<file path="src/rtl/pvs_pkg.sv">
// Shared types and constants for the PCM volume and pan scaler.
// Used by every module of the block; depends on nothing else.
`default_nettype none

package pvs_pkg;

   // Widths of the ports and of the internal arithmetic.
   localparam int SAMPLE_WIDTH_DEF = 32;
   localparam int DATA_W           = 32;
   localparam int VOL_W            = 16;
   localparam int PAN_W            = 12;
   localparam int FMT_W            = 2;
   localparam int IDX_W            = 2;
   localparam int FAC_W            = 11;
   localparam int GAIN_W           = 26;
   localparam int FRAC_SHIFT       = 20;
   localparam int LANE_DEPTH       = 3;

   // Sample format codes.
   localparam logic [FMT_W-1:0] FMT_S8  = 2'd0;
   localparam logic [FMT_W-1:0] FMT_U8  = 2'd1;
   localparam logic [FMT_W-1:0] FMT_S16 = 2'd2;
   localparam logic [FMT_W-1:0] FMT_SW  = 2'd3;

   // Configuration register indexes.
   localparam logic [IDX_W-1:0] REG_VOLUME = 2'd0;
   localparam logic [IDX_W-1:0] REG_PAN    = 2'd1;
   localparam logic [IDX_W-1:0] REG_FORMAT = 2'd2;
   localparam logic [IDX_W-1:0] REG_STEREO = 2'd3;

   // Gain and balance limits.
   localparam logic [VOL_W-1:0]        VOL_UNITY = 16'd1024;
   localparam logic [VOL_W-1:0]        VOL_MAX   = 16'd32768;
   localparam logic signed [PAN_W-1:0] PAN_MAX   = 12'sd1024;
   localparam logic signed [PAN_W-1:0] PAN_MIN   = -12'sd1024;
   localparam logic [FAC_W-1:0]        FAC_UNITY = 11'd1024;

   // Settings seen by the lanes, already clamped.
   typedef struct packed {
      logic [VOL_W-1:0] volume;
      logic [FAC_W-1:0] left_factor;
      logic [FAC_W-1:0] right_factor;
      logic [FMT_W-1:0] fmt;
      logic             stereo;
   } pvs_cfg_type;

   // What one lane hands to the merging stage.
   typedef struct packed {
      logic              valid;
      logic [DATA_W-1:0] sample;
   } pvs_lane_out_type;

endpackage

`default_nettype wire

</file>
<file path="src/rtl/pvs_csr.sv">
// Configuration registers of the PCM volume and pan scaler.
// Holds volume, pan, format and stereo mode and derives the per-channel factors.
// Depends on pvs_pkg.
`default_nettype none

module pvs_csr (
   input  wire logic                      clock,
   input  wire logic                      reset,
   input  wire logic                      csr_we,
   input  wire logic [pvs_pkg::IDX_W-1:0] csr_index,
   input  wire logic [pvs_pkg::VOL_W-1:0] csr_wdata,
   output pvs_pkg::pvs_cfg_type           cfg
);

   logic [pvs_pkg::VOL_W-1:0]        volume_ff, volume_in;
   logic [pvs_pkg::PAN_W-1:0]        pan_ff, pan_in;
   logic [pvs_pkg::FMT_W-1:0]        fmt_ff, fmt_in;
   logic                             stereo_ff, stereo_in;
   logic signed [pvs_pkg::PAN_W-1:0] pan_s;
   logic signed [pvs_pkg::PAN_W-1:0] pan_c;
   logic signed [pvs_pkg::PAN_W-1:0] pan_neg;

   // Register writes: the write data is cut to each register's width.
   always_comb begin
      volume_in = volume_ff;
      pan_in    = pan_ff;
      fmt_in    = fmt_ff;
      stereo_in = stereo_ff;
      if (csr_we) begin
         case (csr_index)
            pvs_pkg::REG_VOLUME: volume_in = csr_wdata;
            pvs_pkg::REG_PAN:    pan_in    = csr_wdata[pvs_pkg::PAN_W-1:0];
            pvs_pkg::REG_FORMAT: fmt_in    = csr_wdata[pvs_pkg::FMT_W-1:0];
            pvs_pkg::REG_STEREO: stereo_in = csr_wdata[0];
            default: begin
            end
         endcase
      end
   end

   always_ff @(posedge clock) begin
      if (reset) begin
         volume_ff <= pvs_pkg::VOL_UNITY;
         pan_ff    <= '0;
         fmt_ff    <= pvs_pkg::FMT_S16;
         stereo_ff <= 1'b1;
      end else begin
         volume_ff <= volume_in;
         pan_ff    <= pan_in;
         fmt_ff    <= fmt_in;
         stereo_ff <= stereo_in;
      end
   end

   // Clamp volume to its maximum and pan to full left / full right, and form the balance factors.
   always_comb begin
      pan_s = signed'(pan_ff);
      if (pan_s > pvs_pkg::PAN_MAX) begin
         pan_c = pvs_pkg::PAN_MAX;
      end else if (pan_s < pvs_pkg::PAN_MIN) begin
         pan_c = pvs_pkg::PAN_MIN;
      end else begin
         pan_c = pan_s;
      end
      pan_neg = -pan_c;

      cfg.volume = (volume_ff > pvs_pkg::VOL_MAX) ? pvs_pkg::VOL_MAX : volume_ff;
      cfg.left_factor  = pvs_pkg::FAC_UNITY;
      cfg.right_factor = pvs_pkg::FAC_UNITY;
      if (stereo_ff && (pan_c > 0)) begin
         cfg.left_factor = pvs_pkg::FAC_UNITY - pvs_pkg::FAC_W'(unsigned'(pan_c));
      end
      if (stereo_ff && (pan_c < 0)) begin
         cfg.right_factor = pvs_pkg::FAC_UNITY - pvs_pkg::FAC_W'(unsigned'(pan_neg));
      end
      cfg.fmt    = fmt_ff;
      cfg.stereo = stereo_ff;
   end

endmodule

`default_nettype wire

</file>
<file path="config.mk">
export PLATFORM = sky130hd
export DESIGN_NAME = pvs_csr
export DESIGN_NICKNAME = d
export VERILOG_FILES = /design/src/rtl/pvs_pkg.sv /design/src/rtl/pvs_csr.sv
export SDC_FILE = /design/constraint.sdc
export NUM_CORES = 1
export LEC_CHECK = 0
export BUFFER_PORTS_ARGS = -buffer_cell sky130_fd_sc_hd__buf_4
export CORE_ASPECT_RATIO = 1.4
export CORE_MARGIN = 2
export CORE_UTILIZATION = 30
export DETAILED_ROUTE_END_ITERATION = 10
export PLACE_DENSITY = 0.55
export SYNTH_ARGS = -nofsm -noshare
export SYNTH_HDL_FRONTEND = slang
export SYNTH_SLANG_ARGS = --single-unit
</file>
<file path="constraint.sdc">
create_clock -name clock -period 2.2 [get_ports clock]
set_clock_uncertainty 0.15 [all_clocks]
set_input_delay 0.11 -clock clock [delete_from_list [all_inputs] [get_ports clock]]
set_output_delay 0.11 -clock clock [all_outputs]
set_load 0.02 [all_outputs]
</file>
==> summary.txt <==
Status
  – Outcome: complete, no violations

CTS
  – CTS root buffer: clkbuf_8
  – Clock Tree Buf Depth: 2
  – CTS clk-pin slew, worst paths: 0.06 ns
  – Htree depth: 2
  – Clock Latency Late Sink: about 0.28 ns
  – Total CTS buffers: 5
  – CTS Sinks: 31
  – CTS tree: yes

Die
  – Die area: roughly 0.0066 sq mm
  – I/O Pins: 62
  – Die Span X: 69.0 um
  – Core area: ~0.0058 sq mm
  – Row Count: 33
  – Die outline height: 95.1 um
  – Initial Util: 30.7%

Placed design
  – Placer congestion estimate: 0.778
  – I/O Buffers: 61
  – Hpwl dp: 3760 um
  – Setup WS pre-CTS: 0.184 ns
  – Placed Instances: 364

Pwr
  – PD cells: 516 mW/mm^2
  – VDD IR max: 0.292 mV
  – Pleak: ~1.2 nW
  – Power Total: between 1 and 1.5 mW

Synthesis
  – Compound-Gate Fraction of Synth Area: 17.3%
  – Simple-gate share of the synthesized area: roughly two fifths
  – Mux cell area share after synthesis: 1.69%
  – Largest family of logic cells by synthesized area: simple AND/OR/NAND/NOR gates
  – Synth Area in Adders: 0.704%
  – Synth Register Bits: 31
  – Yosys cell types: 46
  – Largest area contributor in the netlist: dfxtp_1
  – Syn avg cell area: 7.43 sq um
  – Synth Cell Area: 0.00178 sq mm
  – Synth Instances: about 240
  – Synth Area in XOR/XNOR: between 1 and 1.5%
  – Seq/Total Area, Yosys: 34.9%
  – Yosys warns: 0
  – Synth top area share: 34.9%
  – Syn_nets: approximately 260
  – Synth top area cells: dfxtp_1, nand2_1, a21oi_1

Finish
  – Layout Nets: 351
  – N_diodes: 0
  – Area grow syn2layout: 56.3%
  – Most common cell after layout, fill and taps aside: buf_4
  – Fill count: roughly 600
  – Post-Layout Cell Count: 400
  – Commonest cells after routing, fill and taps aside: buf_4, nand2_1, a21oi_1
  – Layout cells sized above 1: 36.1%

Route
  – Antenna-violating nets left: 0
  – Routed len/inst: 12.8 um
  – Vias per std cell: 4.72
  – First-pass DRT Iterations: 5
  – DRC: 0
  – DRT iter0 DRCs: 51
  – Vias: about 1900
  – DRT Wirelength: 5120 um

STA
  – Worst-margin pin slew: slightly below 0.7 ns
  – Final Hold Vio Count: 0
  – Crit share post-route: 99.5%
  – Final min period: between 2 and 2.5 ns
  – RSZ-0062 raised after global routing: yes
  – Final Setup Violations: 0
  – Slew Viols, Final: 0
  – Slew HR: 53.8%
  – Setup ws final: 0.0119 ns
  – Fmax: 457 MHz

GRT
  – Vias in the first global route: 1861
  – Total grt overflow: 0
  – First-pass GRT wire length: 8450 um
  – GRT Total Usage: 15.8%
  – Largest net degree at the start of global routing: 32
  – Antenna violations before repair: 0

Critical path
  – Worst-case reg-to-reg path depth: 4
  – Arrival time worst endpoint: 1.93 ns
  – Reg2Reg Setup Slack: approximately 1.2 ns
  – Crit-path cells: xnor2_2 -> nand2_1 -> ha_2 -> a21boi_4 -> a31oi_4 -> nand2_4 -> nor3b_2 -> buf_4
  – R2r startpoint: pan_ff[3]$_SDFFE_PP0P_
  – Top fanout value on the critical path: 4
  – Req. time, crit path: slightly below 2 ns
  – Critical path launch point type: flip-flop
  – FF-to-FF End: pan_ff[3]$_SDFFE_PP0P_
  – CP max stage delay: 0.33 ns
  – Kind of critical path: flip-flop to output port
  – Crit path max-delay cell type: dfxtp_2
  – CP Capture Type: output port
  – Crit. Startpoint: pan_ff[10]$_SDFFE_PP0P_

Min path
  – Worst hold endpoint: fmt_ff[0]$_SDFFE_PP0P_
  – Hold WC Path Type: input port to flip-flop
  – Worst hold stages: 2
  – Hold Path Origin: reset

Run
  – Max-Cap Viols: 0
-- per-stage QoR --
stage | utilization [%] | TNS, ns | cell area [sq um] | hold slack [ns]
final | 48.0 | 0 | 2780 | 0.0506
after global routing | 48.0 | -0.503 | 2780 | 0.0669
after CTS | 46.7 | 0 | 2700 | 0.0518
after detailed placement | 40.4 | 0 | 2330 | 0.195
after global placement | 40.4 | 0 | 2330 | 0.196
after floorplan | - | 0 | 1800 | 0.0615
-- power by group --
group | switching [mW] | internal [mW] | leakage [nW]
combinational | 0.215 | 0.203 | 0.891
clock | 0.194 | 0.221 | 0.0422
sequential | 0.0194 | 0.580 | 0.256
total | 0.429 | 1.00 | 1.19
-- synthesized netlist by cell type (all sizes together) --
library cell,count
clkbuf,11
a31oi,2
nand2,66
buf,2
and2b,1
nand4b,1
nand4bb,1
nor3b,2
nor2,15
or2,3
dfxtp,31
nand3,2
nor3,7
xnor2,1
nand2b,4
and3,2
o21ai,5
o311ai,1
or3b,1
and2,10
o32ai,1
mux2i,3
a221oi,1
a31o,1
or2b,1
xor2,1
nand3b,3
inv,2
ha,1
a21oi,31
nor2b,15
a21boi,2
o31ai,2
or3,2
a41oi,1
nor4,4
-- sequential cells by signal (all words and copies together), names as in the netlist --
| register | cells |
|---|---|
| stereo_ff | 1 |
| pan_ff | 12 |
| fmt_ff | 2 |
| volume_ff | 16 |
-- critical path: cells and delay by family, from the launching register on --
kind	cells	cell delay [ns]
compound gates	2	0.43
xor+xnor	1	0.18
fa+ha+maj	1	0.19
buf+inv	1	0.16
flops	1	0.33
simple gates	3	0.37
-- cell type report --
cell class              instances  area, sq um  area share, %
well taps                      70         87.6           3.15
clock inverters                 1         5.00          0.180
clock buffers                   7         76.3           2.75
inverters                       2         7.51          0.270
flip-flops and latches         31          634           22.8
multi-input cells             193         1190           43.0
repair buffers                 96          772           27.8
-- how the worst max path moves through the flow --
stage	endpoint
2_1_floorplan	cfg[19]
3_3_place_gp	cfg[22]
3_5_place_dp	cfg[19]
4_1_cts	cfg[22]
5_1_grt	cfg[20]
6_report	cfg[19]
-- per-layer routing --
layer	part of all wire (%)	global-route usage (%)
met5	0	0
met4	1.3	5.88
met3	3.6	2.96
met2	54	30.4
met1	41	17.1
-- logic make-up (layout without fill, tap and decap cells) --
kind of cell | Yosys count | count (layout)
multiplexers | 3 | 3
AND/OR/NAND/NOR | 140 | 140
AO/OA/AOI/OAI | 47 | 47
buffers and inverters | 15 | 106
adder cells (fa/ha/maj) | 1 | 1
flip-flops | 31 | 31
XOR/XNOR | 2 | 2
-- repair_timing --
| item | 4_1_cts | 5_1_grt |
|---|---|---|
| endpoints found under the setup margin | 7 | 9 |
| resized for setup | 13 | 16 |
| endpoints found under the hold margin | 31 | 0 |
| buffers inserted | 9 | 3 |
| pin swaps | 8 | 15 |
| hold buffers | 16 | 0 |
Note: power is estimated with default switching activity, not from simulation.
