### src/rtl/pvs_pkg.sv
// Shared types and constants for the PCM volume and pan scaler.
// Used by every module of the block; depends on nothing else.
`default_nettype none

package pvs_pkg;

   // Widths of the ports and of the internal arithmetic.
   localparam int SAMPLE_WIDTH_DEF = 32;
   localparam int DATA_W           = 32;
   localparam int VOL_W            = 16;
   localparam int PAN_W            = 12;
   localparam int FMT_W            = 2;
   localparam int IDX_W            = 2;
   localparam int FAC_W            = 11;
   localparam int GAIN_W           = 26;
   localparam int FRAC_SHIFT       = 20;
   localparam int LANE_DEPTH       = 3;

   // Sample format codes.
   localparam logic [FMT_W-1:0] FMT_S8  = 2'd0;
   localparam logic [FMT_W-1:0] FMT_U8  = 2'd1;
   localparam logic [FMT_W-1:0] FMT_S16 = 2'd2;
   localparam logic [FMT_W-1:0] FMT_SW  = 2'd3;

   // Configuration register indexes.
   localparam logic [IDX_W-1:0] REG_VOLUME = 2'd0;
   localparam logic [IDX_W-1:0] REG_PAN    = 2'd1;
   localparam logic [IDX_W-1:0] REG_FORMAT = 2'd2;
   localparam logic [IDX_W-1:0] REG_STEREO = 2'd3;

   // Gain and balance limits.
   localparam logic [VOL_W-1:0]        VOL_UNITY = 16'd1024;
   localparam logic [VOL_W-1:0]        VOL_MAX   = 16'd32768;
   localparam logic signed [PAN_W-1:0] PAN_MAX   = 12'sd1024;
   localparam logic signed [PAN_W-1:0] PAN_MIN   = -12'sd1024;
   localparam logic [FAC_W-1:0]        FAC_UNITY = 11'd1024;

   // Settings seen by the lanes, already clamped.
   typedef struct packed {
      logic [VOL_W-1:0] volume;
      logic [FAC_W-1:0] left_factor;
      logic [FAC_W-1:0] right_factor;
      logic [FMT_W-1:0] fmt;
      logic             stereo;
   } pvs_cfg_type;

   // What one lane hands to the merging stage.
   typedef struct packed {
      logic              valid;
      logic [DATA_W-1:0] sample;
   } pvs_lane_out_type;

endpackage

`default_nettype wire

### src/rtl/pvs_lane.sv
// One channel lane: sample decode, gain multiply, scaling and saturation.
// Three register stages; depends on pvs_pkg.
`default_nettype none

module pvs_lane #(
   parameter int SAMPLE_WIDTH = pvs_pkg::SAMPLE_WIDTH_DEF
) (
   input  wire logic                       clock,
   input  wire logic                       reset,
   input  wire logic                       in_valid,
   input  wire logic                       in_use,
   input  wire logic [pvs_pkg::DATA_W-1:0] in_sample,
   input  wire logic [pvs_pkg::FMT_W-1:0]  in_fmt,
   input  wire logic [pvs_pkg::VOL_W-1:0]  in_volume,
   input  wire logic [pvs_pkg::FAC_W-1:0]  in_factor,
   output pvs_pkg::pvs_lane_out_type       out
);

   localparam int MAG_W  = (SAMPLE_WIDTH > 16) ? SAMPLE_WIDTH : 16;
   localparam int PROD_W = MAG_W + pvs_pkg::GAIN_W;
   localparam int SHR_W  = PROD_W - pvs_pkg::FRAC_SHIFT;

   localparam logic [MAG_W-1:0] LIM_S8_POS  = MAG_W'(127);
   localparam logic [MAG_W-1:0] LIM_S8_NEG  = MAG_W'(128);
   localparam logic [MAG_W-1:0] LIM_U8_POS  = MAG_W'(255);
   localparam logic [MAG_W-1:0] LIM_S16_POS = MAG_W'(32767);
   localparam logic [MAG_W-1:0] LIM_S16_NEG = MAG_W'(32768);
   localparam logic [MAG_W-1:0] LIM_SW_POS  = MAG_W'((64'd1 << (SAMPLE_WIDTH - 1)) - 64'd1);
   localparam logic [MAG_W-1:0] LIM_SW_NEG  = MAG_W'(64'd1 << (SAMPLE_WIDTH - 1));

   logic signed [MAG_W-1:0]          sv;
   logic                             valid1_ff, valid1_in;
   logic                             neg1_ff, neg1_in;
   logic [MAG_W-1:0]                 mag1_ff, mag1_in;
   logic [pvs_pkg::GAIN_W-1:0]       gain1_ff, gain1_in;
   logic [pvs_pkg::FMT_W-1:0]        fmt1_ff;
   logic                             valid2_ff;
   logic                             neg2_ff;
   logic [PROD_W-1:0]                prod2_ff, prod2_in;
   logic [pvs_pkg::FMT_W-1:0]        fmt2_ff;
   logic                             valid3_ff;
   logic [pvs_pkg::DATA_W-1:0]       sample3_ff, sample3_in;
   logic [pvs_pkg::FMT_W-1:0]        fmt3_ff;
   logic [SHR_W-1:0]                 shr;
   logic [MAG_W-1:0]                 lim;
   logic [MAG_W-1:0]                 clamped;
   logic [pvs_pkg::DATA_W-1:0]       mag32;

   // Stage 1: read the sample in its format, split sign and magnitude,
   // and form the combined volume and balance gain.
   always_comb begin
      case (in_fmt)
         pvs_pkg::FMT_S8:  sv = MAG_W'(signed'(in_sample[7:0]));
         pvs_pkg::FMT_U8:  sv = signed'(MAG_W'(in_sample[7:0]));
         pvs_pkg::FMT_S16: sv = MAG_W'(signed'(in_sample[15:0]));
         default:          sv = MAG_W'(signed'(in_sample[SAMPLE_WIDTH-1:0]));
      endcase
      valid1_in = in_valid;
      neg1_in   = in_use & sv[MAG_W-1];
      if (!in_use) begin
         mag1_in = '0;
      end else if (sv[MAG_W-1]) begin
         mag1_in = unsigned'(-sv);
      end else begin
         mag1_in = unsigned'(sv);
      end
      gain1_in = pvs_pkg::GAIN_W'(in_volume) * pvs_pkg::GAIN_W'(in_factor);
   end

   // Stage 2: magnitude times gain.
   assign prod2_in = PROD_W'(mag1_ff) * PROD_W'(gain1_ff);

   // Stage 3: drop the fraction, clamp to the format range, restore the sign.
   always_comb begin
      shr = prod2_ff[PROD_W-1:pvs_pkg::FRAC_SHIFT];
      case (fmt2_ff)
         pvs_pkg::FMT_S8:  lim = neg2_ff ? LIM_S8_NEG : LIM_S8_POS;
         pvs_pkg::FMT_U8:  lim = neg2_ff ? '0 : LIM_U8_POS;
         pvs_pkg::FMT_S16: lim = neg2_ff ? LIM_S16_NEG : LIM_S16_POS;
         default:          lim = neg2_ff ? LIM_SW_NEG : LIM_SW_POS;
      endcase
      clamped    = (shr > SHR_W'(lim)) ? lim : shr[MAG_W-1:0];
      mag32      = pvs_pkg::DATA_W'(clamped);
      sample3_in = neg2_ff ? -mag32 : mag32;
   end

   // Valid bits carry reset; payload stages run freely.
   always_ff @(posedge clock) begin
      if (reset) begin
         valid1_ff <= 1'b0;
         valid2_ff <= 1'b0;
         valid3_ff <= 1'b0;
      end else begin
         valid1_ff <= valid1_in;
         valid2_ff <= valid1_ff;
         valid3_ff <= valid2_ff;
      end
   end

   always_ff @(posedge clock) begin
      neg1_ff    <= neg1_in;
      mag1_ff    <= mag1_in;
      gain1_ff   <= gain1_in;
      fmt1_ff    <= in_fmt;
      neg2_ff    <= neg1_ff;
      prod2_ff   <= prod2_in;
      fmt2_ff    <= fmt1_ff;
      sample3_ff <= sample3_in;
      fmt3_ff    <= fmt2_ff;
   end

   assign out.valid  = valid3_ff;
   assign out.sample = sample3_ff;

   // An unsigned 8-bit result never leaves 0..255.
   a_u8_range : assert property (@(posedge clock) disable iff (reset)
      (valid3_ff && (fmt3_ff == pvs_pkg::FMT_U8)) |-> (sample3_ff[31:8] == '0))
      else $error("lane: unsigned 8-bit result out of range");

   // A signed 16-bit result is sign extended to the full word.
   a_s16_sext : assert property (@(posedge clock) disable iff (reset)
      (valid3_ff && (fmt3_ff == pvs_pkg::FMT_S16)) |->
      ((&sample3_ff[31:15]) || !(|sample3_ff[31:15])))
      else $error("lane: signed 16-bit result not sign extended");

endmodule

`default_nettype wire

### config.mk
export PLATFORM = sky130hd
export DESIGN_NAME = pvs_lane
export DESIGN_NICKNAME = d
export VERILOG_FILES = /design/src/rtl/pvs_pkg.sv /design/src/rtl/pvs_lane.sv
export SDC_FILE = /design/constraint.sdc
export NUM_CORES = 2
export LEC_CHECK = 0
export ABC_CLOCK_PERIOD_IN_PS = 21000
export BUFFER_PORTS_ARGS = -buffer_cell sky130_fd_sc_hd__clkbuf_2
export CAP_MARGIN = 10
export CORE_UTILIZATION = 33
export CTS_CLUSTER_SIZE = 14
export DETAILED_ROUTE_END_ITERATION = 12
export GPL_ROUTABILITY_DRIVEN = 0
export PLACE_DENSITY = 0.47
export SLEW_MARGIN = 15
export SYNTH_ARGS = -nofsm -noshare
export SYNTH_HDL_FRONTEND = slang
export SYNTH_SLANG_ARGS = --single-unit
### constraint.sdc
create_clock -name clock -period 21 [get_ports clock]
set_clock_uncertainty 0.15 [all_clocks]
set_input_delay 4.2 -clock clock [delete_from_list [all_inputs] [get_ports clock]]
set_output_delay 4.2 -clock clock [all_outputs]
set_load 0.005 [all_outputs]
==> results.sh <==
export IMPL_fin_crit_sh_pct=42.8
export IMPL_grt_pass1_wl_mm=171
export IMPL_drc=0
export IMPL_antenna_left=0
export IMPL_nets=5267
export IMPL_rows=122
export IMPL_grt_pass1_vias=28600
export IMPL_cp_max_fo=16
export IMPL_clk_path_buf_depth=2
export IMPL_synthXorXnorAreaFrac_pct=2.11
export IMPL_synth_compound_area_share_pct=6.28
export IMPL_worst_setup_path_start_kind="primary input"
export IMPL_grt_ovfl_total=0
export IMPL_ctsHoldBuffers=0
export IMPL_vias=26900
export IMPL_grt_start_max_net_pins=52
export IMPL_timing_setup_critical_path_class="primary input to flop"
export IMPL_ys_warn_count=0
export IMPL_cts_sink_count=137
export IMPL_synth_cells=4107
export IMPL_critPathArrivalTime_ps=9230
export IMPL_ys_ff_latch=137
export IMPL_synthDistinctLibCells=72
export IMPL_viasPerCell=4.82
export IMPL_status="completed"
export IMPL_numCtsBuffers=17
export IMPL_async_flop_share_pct=0
export IMPL_dr_pass1_iters=5
export IMPL_seq_area_mm2=0.00277
export IMPL_path_delay_family="adder cells"
export IMPL_synth_simple_area_share_pct=18.2
export IMPL_die_area_mm2=0.113
export IMPL_cts_resized_gates=0
export IMPL_cp_num_buf_inv=4
export IMPL_avgRoutedWirePerCell_um=19.3
export IMPL_multiInputGateArea_mm2=0.0303
export IMPL_die_h_um=337
export IMPL_htree_num_levels=4
export IMPL_finalHoldViolations=0
export IMPL_grt_antenna_before_repair=5
export IMPL_clk_latency_ps=530
export IMPL_fmax_ghz=0.111
export IMPL_root_buffer="clkbuf_16"
export IMPL_maxCapViolCount=0
export IMPL_core_mm2=0.111
export IMPL_end_kind="flop"
export IMPL_start_util_pct=33.3
export IMPL_synthMuxAreaShare_pct=0.142
export IMPL_instances_no_fill=5578
export IMPL_syn_area_per_cell_um2=9.01
export IMPL_cpPeakStageDelay_ps=540
export IMPL_layout_common_cells="inv_1, fa_1, nand2_1"
export IMPL_cpMaxStageDelayCell="fa_1"
export IMPL_yosys_most_used_dff="dfxtp_1"
export IMPL_portBuffers=97
export IMPL_synthAdderAreaFrac_pct=55.3
export IMPL_setup_viol=0
export IMPL_relSlewSlack_pct=31.0
export IMPL_drt_wl_total_mm=107
export IMPL_critPathRequiredTime_ps=21230
export IMPL_synth_edf_count=0
export IMPL_post_cts_buffers=0
export IMPL_crit_top_cell="fa_1"
export IMPL_post_place_cells=5541
export IMPL_finalSetupTns_ps=0
export IMPL_cts_tree="yes"
export IMPL_rsz0062_at_grt="false"
export IMPL_nFillCells=11700
export IMPL_drv_slew=0
export IMPL_ios=98
export IMPL_drive_gt1_share_pct=5.34
export IMPL_hpwl_mm=81.3
export IMPL_clk_pin_slew_ps=70
export IMPL_cp_cell_sequence="clkbuf_2 > nand2_1 > fa_1 > inv_1 > ha_1 > inv_1 > fa_1 > fa_1 > inv_1 > fa_1 > ha_1 > o21ai_0 > a21boi_0 > o21ai_0 > a21boi_0 > o21ai_0 > a211oi_1 > nor3_1 > o31ai_1 > xnor2_1"
export IMPL_die_w_um=337
export IMPL_syn_nets=5302
export IMPL_drt_iter0_markers=1433
export IMPL_finalCriticalPeriod_ps=9000
export IMPL_ys_seq_area_share_pct=7.41
export IMPL_r2r_slack_ps=12290
export IMPL_grt_usage_pct=19.8
export IMPL_areaGrowthSynthToFinish_pct=7.11
export IMPL_syn_area_mm2=0.0370
export IMPL_max_slew_worst_pin_slew_ps=1030
export IMPL_synth_top_family_by_area="adder cells"
export IMPL_hp_class="flop to flop"
## synthesized netlist by cell type (all sizes together) (4+ instances only)
library cell / n / area [um^2]
o21a: 9 / 67.6
nor2b: 16 / 100
o21bai: 4 / 30.0
xnor2: 61 / 534
or2: 9 / 58.8
a21boi: 5 / 37.5
nor2: 74 / 278
or3: 22 / 138
and4: 4 / 35.0
o22ai: 5 / 31.3
a221oi: 4 / 41.3
inv: 841 / 3160
o41ai: 5 / 43.8
a211oi: 8 / 65.1
xor2: 28 / 245
and3: 9 / 56.3
o211ai: 8 / 60.1
clkbuf: 197 / 739
nor3: 26 / 130
o21ai: 91 / 455
buf: 4 / 20.0
o31ai: 7 / 52.6
nor4: 10 / 62.6
nand4: 15 / 93.8
nand3: 19 / 95.1
a21oi: 112 / 561
a211o: 6 / 52.6
dfxtp: 137 / 2740
ha: 289 / 3620
a2111oi: 6 / 60.1
nand2: 574 / 2150
a21o: 49 / 368
a31oi: 9 / 56.3
and2: 538 / 3370
fa: 841 / 16800
nand2b: 15 / 93.8
o31a: 4 / 35.0
## path summary, 6_finish.rpt
kind | from | endpoint | cells after the start
worst min register to register | neg1_ff | neg2_ff | 0
worst min-delay path | neg1_ff | neg2_ff | 0
worst max register to register | gain1_ff[7] | prod2_ff[52] | 24
worst max-delay path | in_factor[2] | gain1_ff[25] | 20
## stage by stage
| stage | setup slack [ps] | area (um^2) | hold slack (ps) | util [%] |
|---|---|---|---|---|
| global route | 11520 | 39600 | 206 | 35.7 |
| CTS | 11940 | 39600 | 195 | 35.7 |
| detailed placement | 11380 | 39000 | 179 | 35.1 |
| finish | 12000 | 39600 | 192 | 35.7 |
| floorplan | 11950 | 37000 | 160 | - |
| global placement | 11440 | 39000 | 167 | 35.1 |
## layer usage
metal  GRT usage (%)  part of all wire (%)  vias to the layer above
li1                -                     -                    12200
met1            27.3                    46                    14000
met2            33.2                    48                      530
met3            2.16                   4.2                       89
met4            4.65                   1.7                        0
met5               0                     0                        -
## cells by family after synthesis
family,after synthesis
AND/OR/NAND/NOR,1339
adder cells (fa/ha/maj),1130
buffers and inverters,1042
AO/OA/AOI/OAI,365
flip-flops,137
XOR/XNOR,89
multiplexers,5
## registers in the layout, indices dropped and copies added, names as in the netlist
register	cells
fmt1_ff	2
valid1_ff	1
valid2_ff	1
sample3_ff	32
prod2_ff	38
mag1_ff	32
neg2_ff	1
valid3_ff	1
neg1_ff	1
gain1_ff	26
fmt2_ff	2
## worst reg2reg max path, stage by stage, from the launching register on
cell	delay, ps
dfxtp_1	690
buf_4	390
nand2_1	120
fa_1	500
inv_1	50
fa_1	510
inv_1	70
fa_1	560
fa_1	450
fa_1	540
inv_1	70
fa_1	500
fa_1	410
ha_1	340
a21oi_1	180
o21ai_0	150
a311oi_1	720
a2111oi_1	200
buf_4	210
nor3_1	510
a221oi_2	170
a211oi_1	530
o21ai_1	220
a31oi_1	230
xnor2_1	140
## area by class of cell
| type | instances | share of cell area (%) |
|---|---|---|
| multi-input cells | 2928 | 76.6 |
| clock buffers | 17 | 1.07 |
| well taps | 1488 | 4.70 |
| diodes | 5 | 0.0316 |
| flip-flops and latches | 137 | 6.99 |
| inverters | 841 | 7.97 |
| clock inverters | 15 | 0.499 |
| repair buffers | 147 | 2.17 |
Power is left out: the tool's default activity adds up to more than one toggle a clock period on the data nets, which glitch-free logic cannot reach.
