[src/rtl/pvs_pkg.sv]
// Shared types and constants for the PCM volume and pan scaler.
// Used by every module of the block; depends on nothing else.
`default_nettype none

package pvs_pkg;

   // Widths of the ports and of the internal arithmetic.
   localparam int SAMPLE_WIDTH_DEF = 32;
   localparam int DATA_W           = 32;
   localparam int VOL_W            = 16;
   localparam int PAN_W            = 12;
   localparam int FMT_W            = 2;
   localparam int IDX_W            = 2;
   localparam int FAC_W            = 11;
   localparam int GAIN_W           = 26;
   localparam int FRAC_SHIFT       = 20;
   localparam int LANE_DEPTH       = 3;

   // Sample format codes.
   localparam logic [FMT_W-1:0] FMT_S8  = 2'd0;
   localparam logic [FMT_W-1:0] FMT_U8  = 2'd1;
   localparam logic [FMT_W-1:0] FMT_S16 = 2'd2;
   localparam logic [FMT_W-1:0] FMT_SW  = 2'd3;

   // Configuration register indexes.
   localparam logic [IDX_W-1:0] REG_VOLUME = 2'd0;
   localparam logic [IDX_W-1:0] REG_PAN    = 2'd1;
   localparam logic [IDX_W-1:0] REG_FORMAT = 2'd2;
   localparam logic [IDX_W-1:0] REG_STEREO = 2'd3;

   // Gain and balance limits.
   localparam logic [VOL_W-1:0]        VOL_UNITY = 16'd1024;
   localparam logic [VOL_W-1:0]        VOL_MAX   = 16'd32768;
   localparam logic signed [PAN_W-1:0] PAN_MAX   = 12'sd1024;
   localparam logic signed [PAN_W-1:0] PAN_MIN   = -12'sd1024;
   localparam logic [FAC_W-1:0]        FAC_UNITY = 11'd1024;

   // Settings seen by the lanes, already clamped.
   typedef struct packed {
      logic [VOL_W-1:0] volume;
      logic [FAC_W-1:0] left_factor;
      logic [FAC_W-1:0] right_factor;
      logic [FMT_W-1:0] fmt;
      logic             stereo;
   } pvs_cfg_type;

   // What one lane hands to the merging stage.
   typedef struct packed {
      logic              valid;
      logic [DATA_W-1:0] sample;
   } pvs_lane_out_type;

endpackage

`default_nettype wire

[src/rtl/pvs_merge.sv]
// Merging stage: joins the two lane results and the frame marker into one
// registered response with its strobe. Depends on pvs_pkg.
`default_nettype none

module pvs_merge (
   input  wire logic                       clock,
   input  wire logic                       reset,
   input  wire pvs_pkg::pvs_lane_out_type  lane_left,
   input  wire pvs_pkg::pvs_lane_out_type  lane_right,
   input  wire logic                       in_last,
   output logic                            rsp_strobe,
   output logic [pvs_pkg::DATA_W-1:0]      rsp_left_out,
   output logic [pvs_pkg::DATA_W-1:0]      rsp_right_out,
   output logic                            rsp_last_out
);

   logic                       strobe_ff, strobe_in;
   logic [pvs_pkg::DATA_W-1:0] left_ff, left_in;
   logic [pvs_pkg::DATA_W-1:0] right_ff, right_in;
   logic                       last_ff, last_in;

   // Both lanes run in lockstep; the transfer is marked when both valid bits are high.
   always_comb begin
      strobe_in = lane_left.valid & lane_right.valid;
      left_in   = lane_left.sample;
      right_in  = lane_right.sample;
      last_in   = in_last;
   end

   always_ff @(posedge clock) begin
      if (reset) begin
         strobe_ff <= 1'b0;
      end else begin
         strobe_ff <= strobe_in;
      end
   end

   always_ff @(posedge clock) begin
      left_ff  <= left_in;
      right_ff <= right_in;
      last_ff  <= last_in;
   end

   assign rsp_strobe    = strobe_ff;
   assign rsp_left_out  = left_ff;
   assign rsp_right_out = right_ff;
   assign rsp_last_out  = last_ff;

   // The lanes must never drift apart.
   a_lanes_lockstep : assert property (@(posedge clock) disable iff (reset)
      lane_left.valid == lane_right.valid)
      else $error("merge: lane valid bits differ");

endmodule

`default_nettype wire

[config.mk]
export PLATFORM = sky130hd
export DESIGN_NAME = pvs_merge
export DESIGN_NICKNAME = d
export VERILOG_FILES = /design/src/rtl/pvs_pkg.sv /design/src/rtl/pvs_merge.sv
export SDC_FILE = /design/constraint.sdc
export NUM_CORES = 1
export LEC_CHECK = 0
export BUFFER_PORTS_ARGS = -buffer_cell sky130_fd_sc_hd__buf_2
export CAP_MARGIN = 10
export CORE_UTILIZATION = 38
export CTS_BUF_LIST = sky130_fd_sc_hd__clkbuf_8
export CTS_CLUSTER_DIAMETER = 50
export DETAILED_ROUTE_END_ITERATION = 6
export PLACE_DENSITY = 0.82
export SETUP_SLACK_MARGIN = 0.05
export SLEW_MARGIN = 15
export SYNTH_ARGS = -nofsm -noshare
export SYNTH_HDL_FRONTEND = slang
export SYNTH_SLANG_ARGS = --single-unit
[constraint.sdc]
create_clock -name clock -period 1 [get_ports clock]
set_input_delay 0.2 -clock clock [delete_from_list [all_inputs] [get_ports clock]]
set_output_delay 0.2 -clock clock [all_outputs]
set_load 0.01 [all_outputs]
==> impl_metrics.env, run 1 <==
export IMPL_crit_endpoint="rsp_left_out[21]"
export IMPL_grt_max_degree=11
export IMPL_placed_area_sq_um=2058
export IMPL_initial_core_util_pct=39.86
export IMPL_seq_area_frac_synth_pct=99.34
export IMPL_ys_warn_count=0
export IMPL_synth_area_sq_um=1330
export IMPL_synth_top_area_share_pct=99.34
export IMPL_netlist_instances=67
export IMPL_synth_area_top_cells="dfxtp_1, and3b_1"
export IMPL_cts_root_buf="clkbuf_8"
export IMPL_antenna_found_initial=0
export IMPL_ys_seq_elements=66
export IMPL_synth_nets=136
export IMPL_lastStage="5_1_grt"
export IMPL_pin_count=135
export IMPL_htree_levels=3
export IMPL_ys_types=2
export IMPL_die_h_um=61.16
export IMPL_worst_endpoint_kind="top-level output"
export IMPL_status="did not finish"
export IMPL_portBuffers=134
export IMPL_avgSynthCellArea_sq_um=19.85
export IMPL_gp_congestion=0.6608
export IMPL_firstError="[ERROR DPL-0033] detailed placement checks failed during check placement."
export IMPL_clock_sinks=66
export IMPL_cts_made_buffers=9
export IMPL_clockBufferDepth=2
export IMPL_post_cts_setup_buffer_count=0
export IMPL_dp_hpwl_mm=2.344
export IMPL_fp_row_count=21
export IMPL_synth_top_area_cell="dfxtp_1"
export IMPL_dieWidth_um=61.16
[repair_timing]
| action | in CTS |
|---|---|
| setup endpoints to repair | 64 |
| endpoints found under the hold margin | 65 |
| hold buffers | 65 |
| cloned | 0 |
| resized for setup | 22 |
[cell usage after synthesis]
cell and n:
and3b_1 1, dfxtp_1 66
[stage by stage]
step                      hold slack (ps)  worst slack, ps  cells  util (%)
after global placement              301.9            375.4    247     61.68
after floorplan                     227.7            469.2     67         -
after CTS                           112.7            25.08    327     89.31
after detailed placement            303.6            369.4    247     61.68
[cell families after synthesis]
group / synth area share, %
flops: 99.34
simple gates: 0.6586
==> run 2, diff against run 1 <==
CORE_UTILIZATION = 25   (was 38)
CTS_BUF_LIST = not set   (was sky130_fd_sc_hd__clkbuf_8)
CTS_CLUSTER_DIAMETER = not set   (was 50)
PLACE_DENSITY = not set   (was 0.82)
PLACE_DENSITY_LB_ADDON = 0.15   (was not set)
SETUP_SLACK_MARGIN = not set   (was 0.05)
==> impl_metrics.env, run 2 <==
export IMPL_grt_pass1_wl_mm=5.354
export IMPL_synth_area_top_cells="dfxtp_1, and3b_1"
export IMPL_antenna_cells=0
export IMPL_avgSynthCellArea_sq_um=19.85
export IMPL_path_clk_slew_ps=70
export IMPL_fin_nets=346
export IMPL_dieWidth_um=74.94
export IMPL_hold_violations=0
export IMPL_ff_latch_area_sq_um=1345
export IMPL_cap_viol_max_count=0
export IMPL_hp_class="primary input to flop"
export IMPL_final_util_pct=60.78
export IMPL_rsz0062_at_grt="yes"
export IMPL_fp_row_count=26
export IMPL_die_h_um=74.94
export IMPL_coreArea_sq_um=5107
export IMPL_htree_levels=3
export IMPL_synth_top_area_share_pct=99.34
export IMPL_tightest_slew_ps=102.6
export IMPL_switching_share_pct=20.13
export IMPL_synth_top_area_cell="dfxtp_1"
export IMPL_ir_drop_v=0.001075
export IMPL_initial_core_util_pct=26.04
export IMPL_synth_edf_count=0
export IMPL_cts_made_buffers=9
export IMPL_cts_root_buf="clkbuf_8"
export IMPL_nFillCells=417
export IMPL_viasPerCell=3.682
export IMPL_final_layout_size_suffix_gt1_share_pct=59.22
export IMPL_dr_pass1_iters=4
export IMPL_finalPower_mw=5.730
export IMPL_crit_chain="buf_2"
export IMPL_post_route_min_period_ps=958.2
export IMPL_gp_congestion=0.6683
export IMPL_slowest_stage="dfxtp_1"
export IMPL_p_comb_share_pct=10.3
export IMPL_grt_pass1_vias=1265
export IMPL_p_switching_mw=1.153
export IMPL_arrival_ps=760
export IMPL_synth_commonest_cells="dfxtp_1, and3b_1"
export IMPL_status="completed"
export IMPL_p_clk_share_pct=40.5
export IMPL_setup_worst_path_end_class="output port"
export IMPL_dp_hpwl_mm=2.167
export IMPL_final_common_cell="buf_2"
export IMPL_yosysMostFrequentCell="dfxtp_1"
export IMPL_power_density_nw_per_um2=1846
export IMPL_final_cells=352
export IMPL_p_leak_nw=1.516
export IMPL_p_int_mw=4.577
export IMPL_pin_count=135
export IMPL_synth_area_sq_um=1330
export IMPL_grt_total_usage_pct=13.75
export IMPL_cp_start_kind="flop"
export IMPL_critPathKind="flop to output port"
export IMPL_synth_nets=136
export IMPL_synthArstFlopShare_pct=0
export IMPL_worst_path_largest_cell_delay_ps=310
export IMPL_path_delay_family="flip-flops"
export IMPL_drt_iter0_markers=25
export IMPL_worst_slack_ps=41.84
export IMPL_netlist_instances=67
export IMPL_ys_warn_count=0
export IMPL_required_ps=800
export IMPL_period_share_pct=95.82
export IMPL_vias=1296
export IMPL_clock_sinks=66
export IMPL_wl_per_cell_um=11.17
export IMPL_crit_buf_inv=1
export IMPL_cts_tree="done"
export IMPL_post_place_ws_ps=378.2
export IMPL_ant_nets=0
export IMPL_antenna_found_initial=0
export IMPL_portBuffers=134
export IMPL_dieArea_sq_um=5616
export IMPL_seq_area_frac_synth_pct=99.34
export IMPL_overflow=0
export IMPL_fmax_mhz=1044
export IMPL_most_common_layout_cells="buf_2, dlygate4sd3_1, dfxtp_1"
export IMPL_placed_cells=271
export IMPL_multiInputGateArea_sq_um=8.758
export IMPL_synthFlopType="dfxtp_1"
export IMPL_seq_power_share_pct=49.2
export IMPL_relSlewSlack_pct=93.16
export IMPL_drcViolationCount=0
export IMPL_ys_types=2
export IMPL_wl_mm=3.932
export IMPL_area_growth_pct=133.4
export IMPL_ys_seq_elements=66
export IMPL_finalSetupViolCount=0
export IMPL_drv_slew=0
export IMPL_cp_max_fo=1
export IMPL_grt_max_degree=12
export IMPL_clockBufferDepth=2
-- run 2: cell counts after synthesis --
No cell type changed its count.
-- run 2: cell type report --
type | count | share of cell area [%]
Tap cell | 70 | 2.821
Multi-Input combinational cell | 1 | 0.2821
Clock inverter | 5 | 2.539
Timing Repair Buffer | 199 | 46.80
Sequential cell | 66 | 43.33
Clock buffer | 11 | 4.232
-- run 2: logic make-up after synthesis --
kind of cell	after synthesis	share of synthesized area, %
flops	66	99.34
simple gates	1	0.6586
-- run 2: layer usage --
metal	GRT usage (%)	up-vias	part of all wire (%)
li1	-	628	-
met1	11.45	559	33
met2	24.52	93	50
met3	6.560	16	13
met4	11.32	0	3.5
met5	0	-	0
-- run 2: power groups by stage --
| stage | Combinational [mW] | Clock, mW | Sequential (mW) |
|---|---|---|---|
| 2_1_floorplan | 0.00141 | 0 | 2.94 |
| 3_3_place_gp | 0.337 | 0 | 2.85 |
| 3_5_place_dp | 0.338 | 0 | 2.86 |
| 4_1_cts | 0.535 | 2.42 | 2.80 |
| 5_1_grt | 0.640 | 2.54 | 2.83 |
| 6_report | 0.590 | 2.32 | 2.82 |
-- run 2: what timing repair did --
action / CTS / global route
buffers inserted: 0 / 0
setup endpoints to repair: 0 / 30
hold buffers: 65 / 0
endpoints found under the hold margin: 65 / 0
resized for setup: 0 / 42
-- run 2: through the flow --
| stage | hold WS [ps] | TNS (ps) | instance area (sq um) |
|---|---|---|---|
| 2_1_floorplan | 227.7 | 0 | 1330 |
| 3_3_place_gp | 301.8 | 0 | 2088 |
| 3_5_place_dp | 303.6 | 0 | 2088 |
| 4_1_cts | 92.07 | 0 | 2949 |
| 5_1_grt | 105.4 | -68.64 | 3104 |
| 6_report | 114.9 | 0 | 3104 |
-- run 2: worst paths after layout --
kind	from	cells past startpoint	end	slack [ps]
setup / recovery	rsp_left_out[30]	1	rsp_left_out[30]	40
hold / removal	lane_left[32]	2	rsp_strobe	110
Note: power is estimated with default switching activity, not from simulation.
==> run 3, diff against run 2 <==
CORE_MARGIN = 3   (was not set)
TNS_END_PERCENT = 10   (was not set)
clock period = 1.1 ns   (was 1 ns; I/O delays follow)
==> impl_metrics.env, run 3 (synthesized netlist as in run 2, its figures left out) <==
export IMPL_fin_nets=346
export IMPL_critPathKind="flop to output port"
export IMPL_drv_slew=0
export IMPL_tightest_slew_ps=104.1
export IMPL_initial_core_util_pct=26.91
export IMPL_rsz0062_at_grt="no"
export IMPL_worst_path_largest_cell_delay_ps=320
export IMPL_htree_levels=3
export IMPL_cts_root_buf="clkbuf_8"
export IMPL_worst_slack_ps=98.75
export IMPL_finalSetupViolCount=0
export IMPL_grt_pass1_wl_mm=6.541
export IMPL_hold_start="lane_left[32]"
export IMPL_cts_tree="done"
export IMPL_coreArea_sq_um=4942
export IMPL_power_density_nw_per_um2=1705
export IMPL_grt_total_usage_pct=14.26
export IMPL_die_h_um=78.94
export IMPL_final_common_cell="buf_2"
export IMPL_drt_iter0_markers=46
export IMPL_path_clk_slew_ps=70
export IMPL_fp_row_count=25
export IMPL_grt_pass1_vias=1419
export IMPL_cap_viol_max_count=0
export IMPL_dieWidth_um=78.94
export IMPL_setup_worst_path_end_class="output port"
export IMPL_arrival_ps=780
export IMPL_required_ps=880
export IMPL_setup_tns_ps=0
export IMPL_dr_pass1_iters=3
export IMPL_wl_mm=4.085
export IMPL_area_growth_pct=120.1
export IMPL_p_leak_nw=1.458
export IMPL_grt_max_degree=11
export IMPL_cp_max_fo=1
export IMPL_ant_nets=0
export IMPL_gp_congestion=0.6823
export IMPL_vias=1254
export IMPL_slowest_stage="dfxtp_1"
export IMPL_cp_num_cells=1
export IMPL_viasPerCell=3.614
export IMPL_hold_violations=0
export IMPL_clockBufferDepth=2
export IMPL_path_delay_family="flip-flops"
export IMPL_fmax_mhz=998.8
export IMPL_portBuffers=134
export IMPL_antenna_cells=0
export IMPL_cts_made_buffers=9
export IMPL_crit_buf_inv=1
export IMPL_wl_per_cell_um=11.77
export IMPL_min_delay_worst_endpoint="rsp_strobe"
export IMPL_holdPathStages=2
export IMPL_pin_count=135
export IMPL_final_area_sq_um=2928
export IMPL_hp_class="primary input to flop"
export IMPL_period_share_pct=91.02
export IMPL_final_layout_size_suffix_gt1_share_pct=52.50
export IMPL_most_common_layout_cells="buf_2, dfxtp_1, dlygate4sd3_1"
export IMPL_crit_chain="buf_2"
export IMPL_cp_start_kind="flop"
export IMPL_post_route_min_period_ps=1001
export IMPL_antenna_found_initial=0
export IMPL_dp_hpwl_mm=2.649
export IMPL_clock_sinks=66
export IMPL_relSlewSlack_pct=93.06
export IMPL_post_cts_setup_buffer_count=0
export IMPL_ir_drop_v=0.001029
export IMPL_post_place_ws_ps=448.1
export IMPL_status="completed"
export IMPL_drcViolationCount=0
export IMPL_placed_area_sq_um=2085
export IMPL_overflow=0
export IMPL_dieArea_sq_um=6232
[run 3: what timing repair did]
item	4_1_cts	5_1_grt
resized for setup	0	0
hold buffers	65	0
endpoints found under the hold margin	65	0
setup endpoints to repair	0	0
[run 3: layout make-up]
cell class	instances	area (sq um)
multi-input combinational	1	8.758
clock inverter	2	37.54
fill	411	2014
tap	67	83.83
timing repair buffer	199	1321
clock buffer	12	155.1
sequential	66	1321
[run 3: how the worst max path moves through the flow]
stage                       from           endpoint  slack, ps
2_1_floorplan       rsp_last_out       rsp_last_out        550
3_3_place_gp     rsp_left_out[6]    rsp_left_out[6]        440
3_5_place_dp   rsp_right_out[16]  rsp_right_out[16]        450
4_1_cts        rsp_right_out[16]  rsp_right_out[16]         70
5_1_grt          rsp_left_out[0]    rsp_left_out[0]         40
6_report         rsp_left_out[0]    rsp_left_out[0]        100
[run 3: where the power goes]
| part | total, mW | internal (mW) | switching (mW) |
|---|---|---|---|
| clock | 1.95 | 1.15 | 0.806 |
| combinational | 0.494 | 0.317 | 0.177 |
| sequential | 2.55 | 2.52 | 0.0267 |
[run 3: per-stage QoR]
stage	total power, mW	cells	hold WS [ps]	util [%]
after CTS	5.060	347	109.9	59.24
after floorplan	2.675	67	247.7	-
after detailed placement	2.913	268	323.6	42.18
final	4.992	347	131.5	59.24
after global placement	2.908	268	322.0	42.18
after global routing	5.216	347	127.8	59.24
[run 3: routing by layer]
layer	vias up	share of wire, %	GRT usage [%]	routed length [um]
li1	623	-	-	-
met1	536	35	12.57	1443
met2	93	52	26.15	2129
met3	2	12	8.503	488
met4	0	0.59	5.670	24
met5	-	0	0	0
